**config.mk**
```make
export PLATFORM = sky130hd
export DESIGN_NAME = ppg_heartbeat_detector_flat
export DESIGN_NICKNAME = d
export VERILOG_FILES = /design/src/rtl/core/ppghb_pkg.sv /design/src/rtl/core/ppghb_in_if.sv /design/src/rtl/core/ppghb_out_if.sv /design/src/rtl/core/ppghb_fir.sv /design/src/rtl/core/ppg_heartbeat_detector.sv /design/src/flat_wrapper.sv
export SDC_FILE = /design/constraint.sdc
export NUM_CORES = 2
export LEC_CHECK = 0
export BUFFER_PORTS_ARGS = -buffer_cell sky130_fd_sc_hd__buf_2
export CORE_ASPECT_RATIO = 1.1
export CORE_MARGIN = 2
export CORE_UTILIZATION = 50
export DETAILED_ROUTE_END_ITERATION = 7
export PLACE_DENSITY = 0.68
export SLEW_MARGIN = 20
export SYNTH_ARGS = -nofsm -noshare
export SYNTH_HDL_FRONTEND = slang
export SYNTH_HIERARCHICAL = 1
export SYNTH_SLANG_ARGS = --single-unit
```
**constraint.sdc**
```tcl
create_clock -name clk -period 8.75 [get_ports clk]
set_input_delay 1.3125 -clock clk [delete_from_list [all_inputs] [get_ports clk]]
set_output_delay 1.3125 -clock clk [all_outputs]
set_load 0.005 [all_outputs]
```
**src/rtl/core/ppghb_pkg.sv**
```systemverilog
`default_nettype none
package ppghb_pkg;

  localparam int DefRingDepth = 32;
  localparam int DataW        = 16;
  localparam int AccW         = 32;
  localparam int WeightW      = 13;
  localparam int HalfTaps     = 11;
  localparam int TapSpan      = 22;
  localparam int StepW        = 4;
  localparam int CfgIdxW      = 2;

  localparam logic [CfgIdxW-1:0] CFG_MIN_P2P    = 2'd0;
  localparam logic [CfgIdxW-1:0] CFG_MAX_P2P    = 2'd1;
  localparam logic [CfgIdxW-1:0] CFG_REFRACTORY = 2'd2;

  localparam logic [DataW-1:0] MIN_P2P_RST     = 16'd20;
  localparam logic [DataW-1:0] MAX_P2P_RST     = 16'd1000;
  localparam logic [DataW-1:0] REFRACTORY_RST  = 16'd25;
  localparam logic [DataW-1:0] LATCHED_MAX_RST = 16'd20;

  typedef struct packed {
    logic                    done;
    logic signed [DataW-1:0] ac;
  } fir_status_t;

  function automatic logic [WeightW-1:0] fir_weight(input logic [StepW-1:0] k);
    logic [WeightW-1:0] w;
    unique case (k)
      4'd0:    w = 13'd172;
      4'd1:    w = 13'd321;
      4'd2:    w = 13'd579;
      4'd3:    w = 13'd927;
      4'd4:    w = 13'd1360;
      4'd5:    w = 13'd1858;
      4'd6:    w = 13'd2390;
      4'd7:    w = 13'd2916;
      4'd8:    w = 13'd3391;
      4'd9:    w = 13'd3768;
      4'd10:   w = 13'd4012;
      4'd11:   w = 13'd4096;
      default: w = '0;
    endcase
    return w;
  endfunction

endpackage
`default_nettype wire

```
**src/rtl/core/ppghb_in_if.sv**
```systemverilog
`default_nettype none
interface ppghb_in_if;
  logic        valid;
  logic        ready;
  logic [15:0] sample;

  modport source (output valid, output sample, input ready);
  modport sink (input valid, input sample, output ready);
endinterface
`default_nettype wire

```
**src/rtl/core/ppghb_out_if.sv**
```systemverilog
`default_nettype none
interface ppghb_out_if;
  logic               valid;
  logic               ready;
  logic               beat;
  logic signed [15:0] ac_signal;
  logic        [15:0] dc_estimate;

  modport source (output valid, output beat, output ac_signal, output dc_estimate,
                  input ready);
  modport sink (input valid, input beat, input ac_signal, input dc_estimate,
                output ready);
endinterface
`default_nettype wire

```
**src/rtl/core/ppghb_fir.sv**
```systemverilog
`default_nettype none
module ppghb_fir #(
  parameter int RING_DEPTH = ppghb_pkg::DefRingDepth
) (
  input  wire logic                               clk,
  input  wire logic                               rst,
  input  wire logic                               start,
  input  wire logic signed [ppghb_pkg::DataW-1:0] diff,
  output ppghb_pkg::fir_status_t                  status
);
  import ppghb_pkg::*;

  localparam int PW = $clog2(RING_DEPTH);
  localparam logic [PW:0]      DEPTH_W = (PW+1)'(RING_DEPTH);
  localparam logic [StepW-1:0] LAST_K  = StepW'(HalfTaps);
  localparam logic [StepW:0]   SPAN    = (StepW+1)'(TapSpan);

  logic signed [DataW-1:0] ring [RING_DEPTH];
  logic [RING_DEPTH-1:0]   vld;
  logic [PW-1:0]           pos;

  logic                    run;
  logic [StepW-1:0]        k;
  logic [PW-1:0]           addr_a, addr_b;
  logic [StepW:0]          back_b;

  logic                    r1_vld, r1_va, r1_vb;
  logic [StepW-1:0]        r1_k;
  logic signed [DataW-1:0] rd_a, rd_b;

  logic                    r2_vld, r2_last;
  logic signed [DataW+WeightW:0] prod;
  logic signed [DataW-1:0] pair;
  logic signed [AccW-1:0]  z;
  logic                    done;

  function automatic logic [PW-1:0] back_addr(input logic [PW-1:0] p,
                                               input logic [StepW:0] b);
    logic [PW:0] pe, be;
    pe = {1'b0, p};
    be = (PW+1)'(b);
    if (pe >= be) begin
      return PW'(pe - be);
    end else begin
      return PW'(pe + DEPTH_W - be);
    end
  endfunction

  assign back_b = SPAN - {1'b0, k};
  assign addr_a = back_addr(pos, {1'b0, k});
  assign addr_b = back_addr(pos, back_b);

  always_ff @(posedge clk) begin
    if (start) begin
      ring[pos] <= diff;
    end
    rd_a <= ring[addr_a];
    rd_b <= ring[addr_b];
  end

  always_ff @(posedge clk) begin
    if (rst) begin
      vld    <= '0;
      pos    <= '0;
      run    <= 1'b0;
      k      <= '0;
      r1_vld <= 1'b0;
      r2_vld <= 1'b0;
      done   <= 1'b0;
    end else begin
      if (start) begin
        vld[pos] <= 1'b1;
        run      <= 1'b1;
        k        <= '0;
      end else if (run) begin
        k <= k + StepW'(1);
        if (k == LAST_K) begin
          run <= 1'b0;
        end
      end
      r1_vld <= run;
      r2_vld <= r1_vld;
      done   <= r2_vld && r2_last;
      if (done) begin
        pos <= (pos == PW'(RING_DEPTH - 1)) ? '0 : pos + PW'(1);
      end
    end
  end

  always_ff @(posedge clk) begin
    r1_k  <= k;
    r1_va <= vld[addr_a];
    r1_vb <= vld[addr_b] && (k != LAST_K);
  end

  assign pair = (r1_va ? rd_a : '0) + (r1_vb ? rd_b : '0);

  always_ff @(posedge clk) begin
    prod    <= pair * $signed({1'b0, fir_weight(r1_k)});
    r2_last <= (r1_k == LAST_K);
    if (start) begin
      z <= '0;
    end else if (r2_vld) begin
      z <= z + AccW'(prod);
    end
  end

  assign status.done = done;
  assign status.ac   = z[30:15];

endmodule
`default_nettype wire

```
**src/rtl/core/ppg_heartbeat_detector.sv**
```systemverilog
// Each accepted sample passes the ACC, WR, FIR and FINAL states before its result
// is offered; no sample is taken before then. The FIR pass runs twelve coefficient
// steps through the two read ports of the difference ring.
// The next sample is taken while a finished result still waits downstream.
// Reset (synchronous, rst high) clears the control state and ring valid bits, so ring
// entries read as zero until written; the registers return to 20, 1000 and 25.
`default_nettype none
module ppg_heartbeat_detector #(
  parameter int RING_DEPTH = ppghb_pkg::DefRingDepth
) (
  input  wire logic                                 clk,
  input  wire logic                                 rst,
  ppghb_in_if.sink                                  samples,
  ppghb_out_if.source                               results,
  input  wire logic                                 cfg_write,
  input  wire logic [ppghb_pkg::CfgIdxW-1:0]        cfg_index,
  input  wire logic [ppghb_pkg::DataW-1:0]          cfg_data
);
  import ppghb_pkg::*;

  localparam logic [2:0] S_IDLE  = 3'd0;
  localparam logic [2:0] S_ACC   = 3'd1;
  localparam logic [2:0] S_WR    = 3'd2;
  localparam logic [2:0] S_FIR   = 3'd3;
  localparam logic [2:0] S_FINAL = 3'd4;

  logic [2:0] state, state_next;

  logic [DataW-1:0] min_p2p, max_p2p, refr_samples;

  logic [DataW-1:0]        x;
  logic signed [AccW-1:0]  acc;
  logic signed [AccW:0]    acc_diff;
  logic signed [DataW-1:0] ring_diff;

  logic signed [DataW-1:0] cur_ac, phase_max, phase_min, latched_max;
  logic                    rising_phase, falling_phase;
  logic [DataW-1:0]        refr;

  logic                    out_vld, out_beat;
  logic signed [DataW-1:0] out_ac;
  logic [DataW-1:0]        out_dc;

  fir_status_t fir_st;
  logic        fir_start, finish;

  logic signed [DataW-1:0] ac_new, pmax_n, pmin_n, lmax_n;
  logic                    rise, fall, rph_n, fph_n, beat_n;
  logic [DataW-1:0]        refr_dec, refr_n;
  logic signed [DataW+1:0] p2p;

  ppghb_fir #(.RING_DEPTH(RING_DEPTH)) u_fir (
    .clk    (clk),
    .rst    (rst),
    .start  (fir_start),
    .diff   (ring_diff),
    .status (fir_st)
  );

  assign samples.ready = (state == S_IDLE);
  assign fir_start     = (state == S_WR);
  assign finish        = (state == S_FINAL) && (!out_vld || results.ready);

  assign acc_diff  = $signed({2'b00, x, 15'd0}) - (AccW+1)'(acc);
  assign ring_diff = x - acc[30:15];

  always_comb begin
    state_next = state;
    unique case (state)
      S_IDLE:  if (samples.valid) state_next = S_ACC;
      S_ACC:   state_next = S_WR;
      S_WR:    state_next = S_FIR;
      S_FIR:   if (fir_st.done) state_next = S_FINAL;
      S_FINAL: if (finish) state_next = S_IDLE;
      default: state_next = S_IDLE;
    endcase
  end

  always_comb begin
    ac_new   = fir_st.ac;
    rise     = cur_ac[DataW-1] && !ac_new[DataW-1];
    fall     = !cur_ac[DataW-1] && (cur_ac != '0) && (ac_new[DataW-1] || ac_new == '0);
    refr_dec = (refr != '0) ? refr - DataW'(1) : refr;
    lmax_n   = rise ? phase_max : latched_max;
    pmax_n   = rise ? '0 : phase_max;
    pmin_n   = fall ? '0 : phase_min;
    rph_n    = rise ? 1'b1 : (fall ? 1'b0 : rising_phase);
    fph_n    = rise ? 1'b0 : (fall ? 1'b1 : falling_phase);
    p2p      = (DataW+2)'(lmax_n) - (DataW+2)'(phase_min);
    beat_n   = rise && (p2p > $signed({2'b00, min_p2p}))
                    && (p2p < $signed({2'b00, max_p2p})) && (refr_dec == '0);
    refr_n   = beat_n ? refr_samples : refr_dec;
    if (rph_n && (ac_new > cur_ac)) pmax_n = ac_new;
    if (fph_n && (ac_new < cur_ac)) pmin_n = ac_new;
  end

  always_ff @(posedge clk) begin
    if (rst) begin
      min_p2p      <= MIN_P2P_RST;
      max_p2p      <= MAX_P2P_RST;
      refr_samples <= REFRACTORY_RST;
    end else if (cfg_write) begin
      unique case (cfg_index)
        CFG_MIN_P2P:    min_p2p      <= cfg_data;
        CFG_MAX_P2P:    max_p2p      <= cfg_data;
        CFG_REFRACTORY: refr_samples <= cfg_data;
        default: ;
      endcase
    end
  end

  always_ff @(posedge clk) begin
    if (samples.valid && samples.ready) begin
      x <= samples.sample;
    end
    if (finish) begin
      out_beat <= beat_n;
      out_ac   <= ac_new;
      out_dc   <= acc[30:15];
    end
  end

  always_ff @(posedge clk) begin
    if (rst) begin
      state         <= S_IDLE;
      acc           <= '0;
      cur_ac        <= '0;
      phase_max     <= '0;
      phase_min     <= '0;
      latched_max   <= LATCHED_MAX_RST;
      rising_phase  <= 1'b0;
      falling_phase <= 1'b0;
      refr          <= '0;
      out_vld       <= 1'b0;
    end else begin
      state <= state_next;
      if (state == S_ACC) begin
        acc <= acc + AccW'(acc_diff >>> 4);
      end
      if (finish) begin
        cur_ac        <= ac_new;
        phase_max     <= pmax_n;
        phase_min     <= pmin_n;
        latched_max   <= lmax_n;
        rising_phase  <= rph_n;
        falling_phase <= fph_n;
        refr          <= refr_n;
        out_vld       <= 1'b1;
      end else if (results.ready) begin
        out_vld <= 1'b0;
      end
    end
  end

  assign results.valid       = out_vld;
  assign results.beat        = out_beat;
  assign results.ac_signal   = out_ac;
  assign results.dc_estimate = out_dc;

endmodule
`default_nettype wire
```
**src/flat_wrapper.sv**
```systemverilog
// flat-port wrapper written by rule: the top's interface ports become plain ports
module ppg_heartbeat_detector_flat import ppghb_pkg::*;
#(
  parameter int RING_DEPTH = ppghb_pkg::DefRingDepth
)
  (clk, rst, cfg_write, cfg_index, cfg_data, samples_valid, samples_sample, samples_ready, results_valid, results_beat, results_ac_signal, results_dc_estimate, results_ready);
  ppghb_in_if samples_i ();
  ppghb_out_if results_i ();
  input  wire logic clk;
  input  wire logic rst;
  input  wire logic cfg_write;
  input  wire logic [ppghb_pkg::CfgIdxW-1:0] cfg_index;
  input  wire logic [ppghb_pkg::DataW-1:0] cfg_data;
  input wire logic [$bits(samples_i.valid)-1:0] samples_valid;
  input wire logic [$bits(samples_i.sample)-1:0] samples_sample;
  output wire logic [$bits(samples_i.ready)-1:0] samples_ready;
  output wire logic [$bits(results_i.valid)-1:0] results_valid;
  output wire logic [$bits(results_i.beat)-1:0] results_beat;
  output wire logic [$bits(results_i.ac_signal)-1:0] results_ac_signal;
  output wire logic [$bits(results_i.dc_estimate)-1:0] results_dc_estimate;
  input wire logic [$bits(results_i.ready)-1:0] results_ready;
  assign samples_i.valid = samples_valid;
  assign samples_i.sample = samples_sample;
  assign samples_ready = samples_i.ready;
  assign results_valid = results_i.valid;
  assign results_beat = results_i.beat;
  assign results_ac_signal = results_i.ac_signal;
  assign results_dc_estimate = results_i.dc_estimate;
  assign results_i.ready = results_ready;
  ppg_heartbeat_detector #(.RING_DEPTH(RING_DEPTH)) u_core (.clk(clk), .rst(rst), .samples(samples_i), .results(results_i), .cfg_write(cfg_write), .cfg_index(cfg_index), .cfg_data(cfg_data));
endmodule
```
==> reports/results.ini <==
[cells_and_area]
drive_gt1_share_pct=18.0
layout_common_cells=561 x edfxtp_1, 420 x nand2_1, 380 x inv_1
final_core_util_pct=55.7
area_growth_pct=10.4
fillCellCount=8497
layout_commonest_cell=edfxtp_1
finalNetCount=4874
diodes=0

[pwr]
power_switching_share_pct=31.7
pwr-share-comb_pct=27.7
ir_worst_vdd_mv=0.243
p_leak_nw=22.3
p_total_mw=12.9
powerDensity_nw_per_um2=223
intPower_mw=8.84
clock_power_share_pct=31.5
power_switching_mw=4.10
seq_power_share_pct=40.7

[timing]
fin_crit_ps=8280
skew_ps=57.4
period_share_pct=94.7
grt_setup_unrepaired=false
slew_violations=0
slew_headroom_pct=17.9
worstMarginPinSlew_ps=1230
max_freq_ghz=0.121
final.setup.tns_ps=0
hold_violations=0
setup_viol=0

[flow_run]
drv_cap=0

[cts]
cts_tree=built
numCtsBuffers=94
clk_latency_ps=690
cts_root_buf=clkbuf_16
cts_buffer_depth=3
holdBufCountCts=0
cts.sinks=885
clk_pin_slew_worst_paths_ps=70
h-tree-depth=3

[floorplan]
die-height_um=344
top_level_ports=74
fp-row-count=124
core_area_um2=104000
die_x_um=313
initial_core_util_pct=50.5
die-area_um2=108000

[route]
wire_per_inst_um=21.6
drt-vias-per-instance=5.92
ant_nets=0
remaining_drc_errors=0
drtPass1Iterations=5
vias=34600
drt_iter0_markers=3134
drt_wl_total_mm=126

[critical_path]
worst-path-buf-inv=5
worstPathRequired_ps=9300
crit_type=register to register
slowest_stage=fa_1
crit_family=adder cells
endpoint_kind=register
cp_data_arrival_time_ps=8840
path_common_cell=fa_1
critPathMaxStageDelay_ps=570
critPathLaunchType=register
worstPathMaxFanout=16

[synthesis]
syn-num-nets=4851
ys_ff_latch=885
synth_fa_ha_area_share_pct=13.9
synth_mux_area_share_pct=15.8
synth_top_family_by_area=multiplexers
synth_cell_types=93
syn_avg_cell_area_um2=12.0
netlist_area_um2=52500
ys.flop_type=edfxtp_1
synth_edf_count=561
synthXorXnorAreaFrac_pct=2.63
async_flop_share_pct=0
synth_compound_area_share_pct=8.48
yosys_warnings=6
synth-simple-area-share_pct=10.1
syn_inst=4355
synth_seq_area_share_pct=44.5

[global_routing]
grt_pass1_vias=34300
grt_overflow_total=0
grt_max_degree=137
grt_usage_pct=23.4
antenna_found_initial=3
grt_pass1_wl_mm=196

[run_status]
status=completed

[place]
hpwl_mm=83.5
io_buffers=73
gp_congestion=0.860

[worst_hold_path]
min_path_type=register to register

## cell usage after synthesis (39+ instances only)
library cell    n  share of area [%]
edfxtp_1      561                 32
a21o_1         58               0.83
fa_1          209                8.0
o21ai_0        90               0.86
clkbuf_1      165                1.2
inv_1         380                2.7
dfxtp_1       324                 12
nor2b_1        40               0.48
mux4_2        308                 13
mux2_2         94                2.0
xnor2_1       115                1.9
xor2_1         39               0.65
a21oi_1       256                2.4
nand3_1        55               0.52
nor2_1        262                1.9
nand2_1       420                3.0
ha_1          248                5.9
and2_1        133                1.6
## final cells by class
| cell class | count | area [um2] | share of cell area (%) |
|---|---|---|---|
| clock buffers | 121 | 2590 | 4.48 |
| clock inverters | 56 | 623 | 1.08 |
| inverters | 384 | 1440 | 2.49 |
| multi-input cells | 2858 | 27200 | 46.9 |
| flip-flops and latches | 885 | 23300 | 40.3 |
| well taps | 1386 | 1730 | 2.99 |
| repair buffers | 155 | 1030 | 1.78 |
## routing by layer
layer | share of wire (%) | global-route usage (%) | wire [um] | vias up
met5 | 0.032 | 0 | 41 | -
met4 | 2.5 | 6.57 | 3180 | 6
met3 | 6.7 | 3.53 | 8410 | 228
met2 | 50 | 40.6 | 62600 | 1186
met1 | 41 | 30.8 | 52000 | 17400
li1 | - | - | - | 15800
## cell families (layout without fill, tap and decap cells)
family,count (synthesis),after routing
simple gates,1116,1116
flops,885,885
compound gates,697,697
buf+inv,612,716
fa+ha+maj,457,457
mux,432,432
xor+xnor,156,156
## stage by stage
step | hold WS (ps) | instances | area [um2] | setup slack (ps)
global route | 453 | 5845 | 57900 | 12.7
detailed placement | 439 | 5667 | 54600 | 107
global placement | 420 | 5667 | 54600 | 281
CTS | 445 | 5844 | 57900 | 95.4
floorplan | 329 | 4355 | 52500 | 210
finish | 443 | 5845 | 57900 | 465
## sequential cells by signal, indices dropped and copies added, names as in the netlist, 30 cells and up, named ones only
register / count
u_core/u_fir/prod: 30
u_core/u_fir/ring: 512
u_core/u_fir/z: 31
u_core/acc: 32
u_core/u_fir/vld: 32
## power by group through the flow
stage	combinational [mW]	sequential, mW	clock [mW]
floorplan	2.65	5.26	0
global placement	3.50	5.36	0
detailed placement	3.56	5.37	0
CTS	3.58	5.28	4.14
global route	3.98	5.29	4.30
finish	3.59	5.27	4.08
## path summary, 6_finish.rpt
check                      startpoint                    end  slack, ps  cells past startpoint
setup reg to reg   u_core/u_fir/r1_vb  u_core/u_fir/prod[29]        470                     32
hold / removal    u_core/u_fir/r1_vld    u_core/u_fir/r2_vld        440                      1
hold reg to reg   u_core/u_fir/r1_vld    u_core/u_fir/r2_vld        440                      1
setup / recovery   u_core/u_fir/r1_vb  u_core/u_fir/prod[29]        470                     32
## repair_timing
| action | 4_1_cts | 5_1_grt |
|---|---|---|
| gates resized for setup | 0 | 10 |
| setup buffers | 0 | 1 |
| endpoints found under the setup margin | 0 | 4 |
Note: power is estimated with default switching activity, not from simulation.
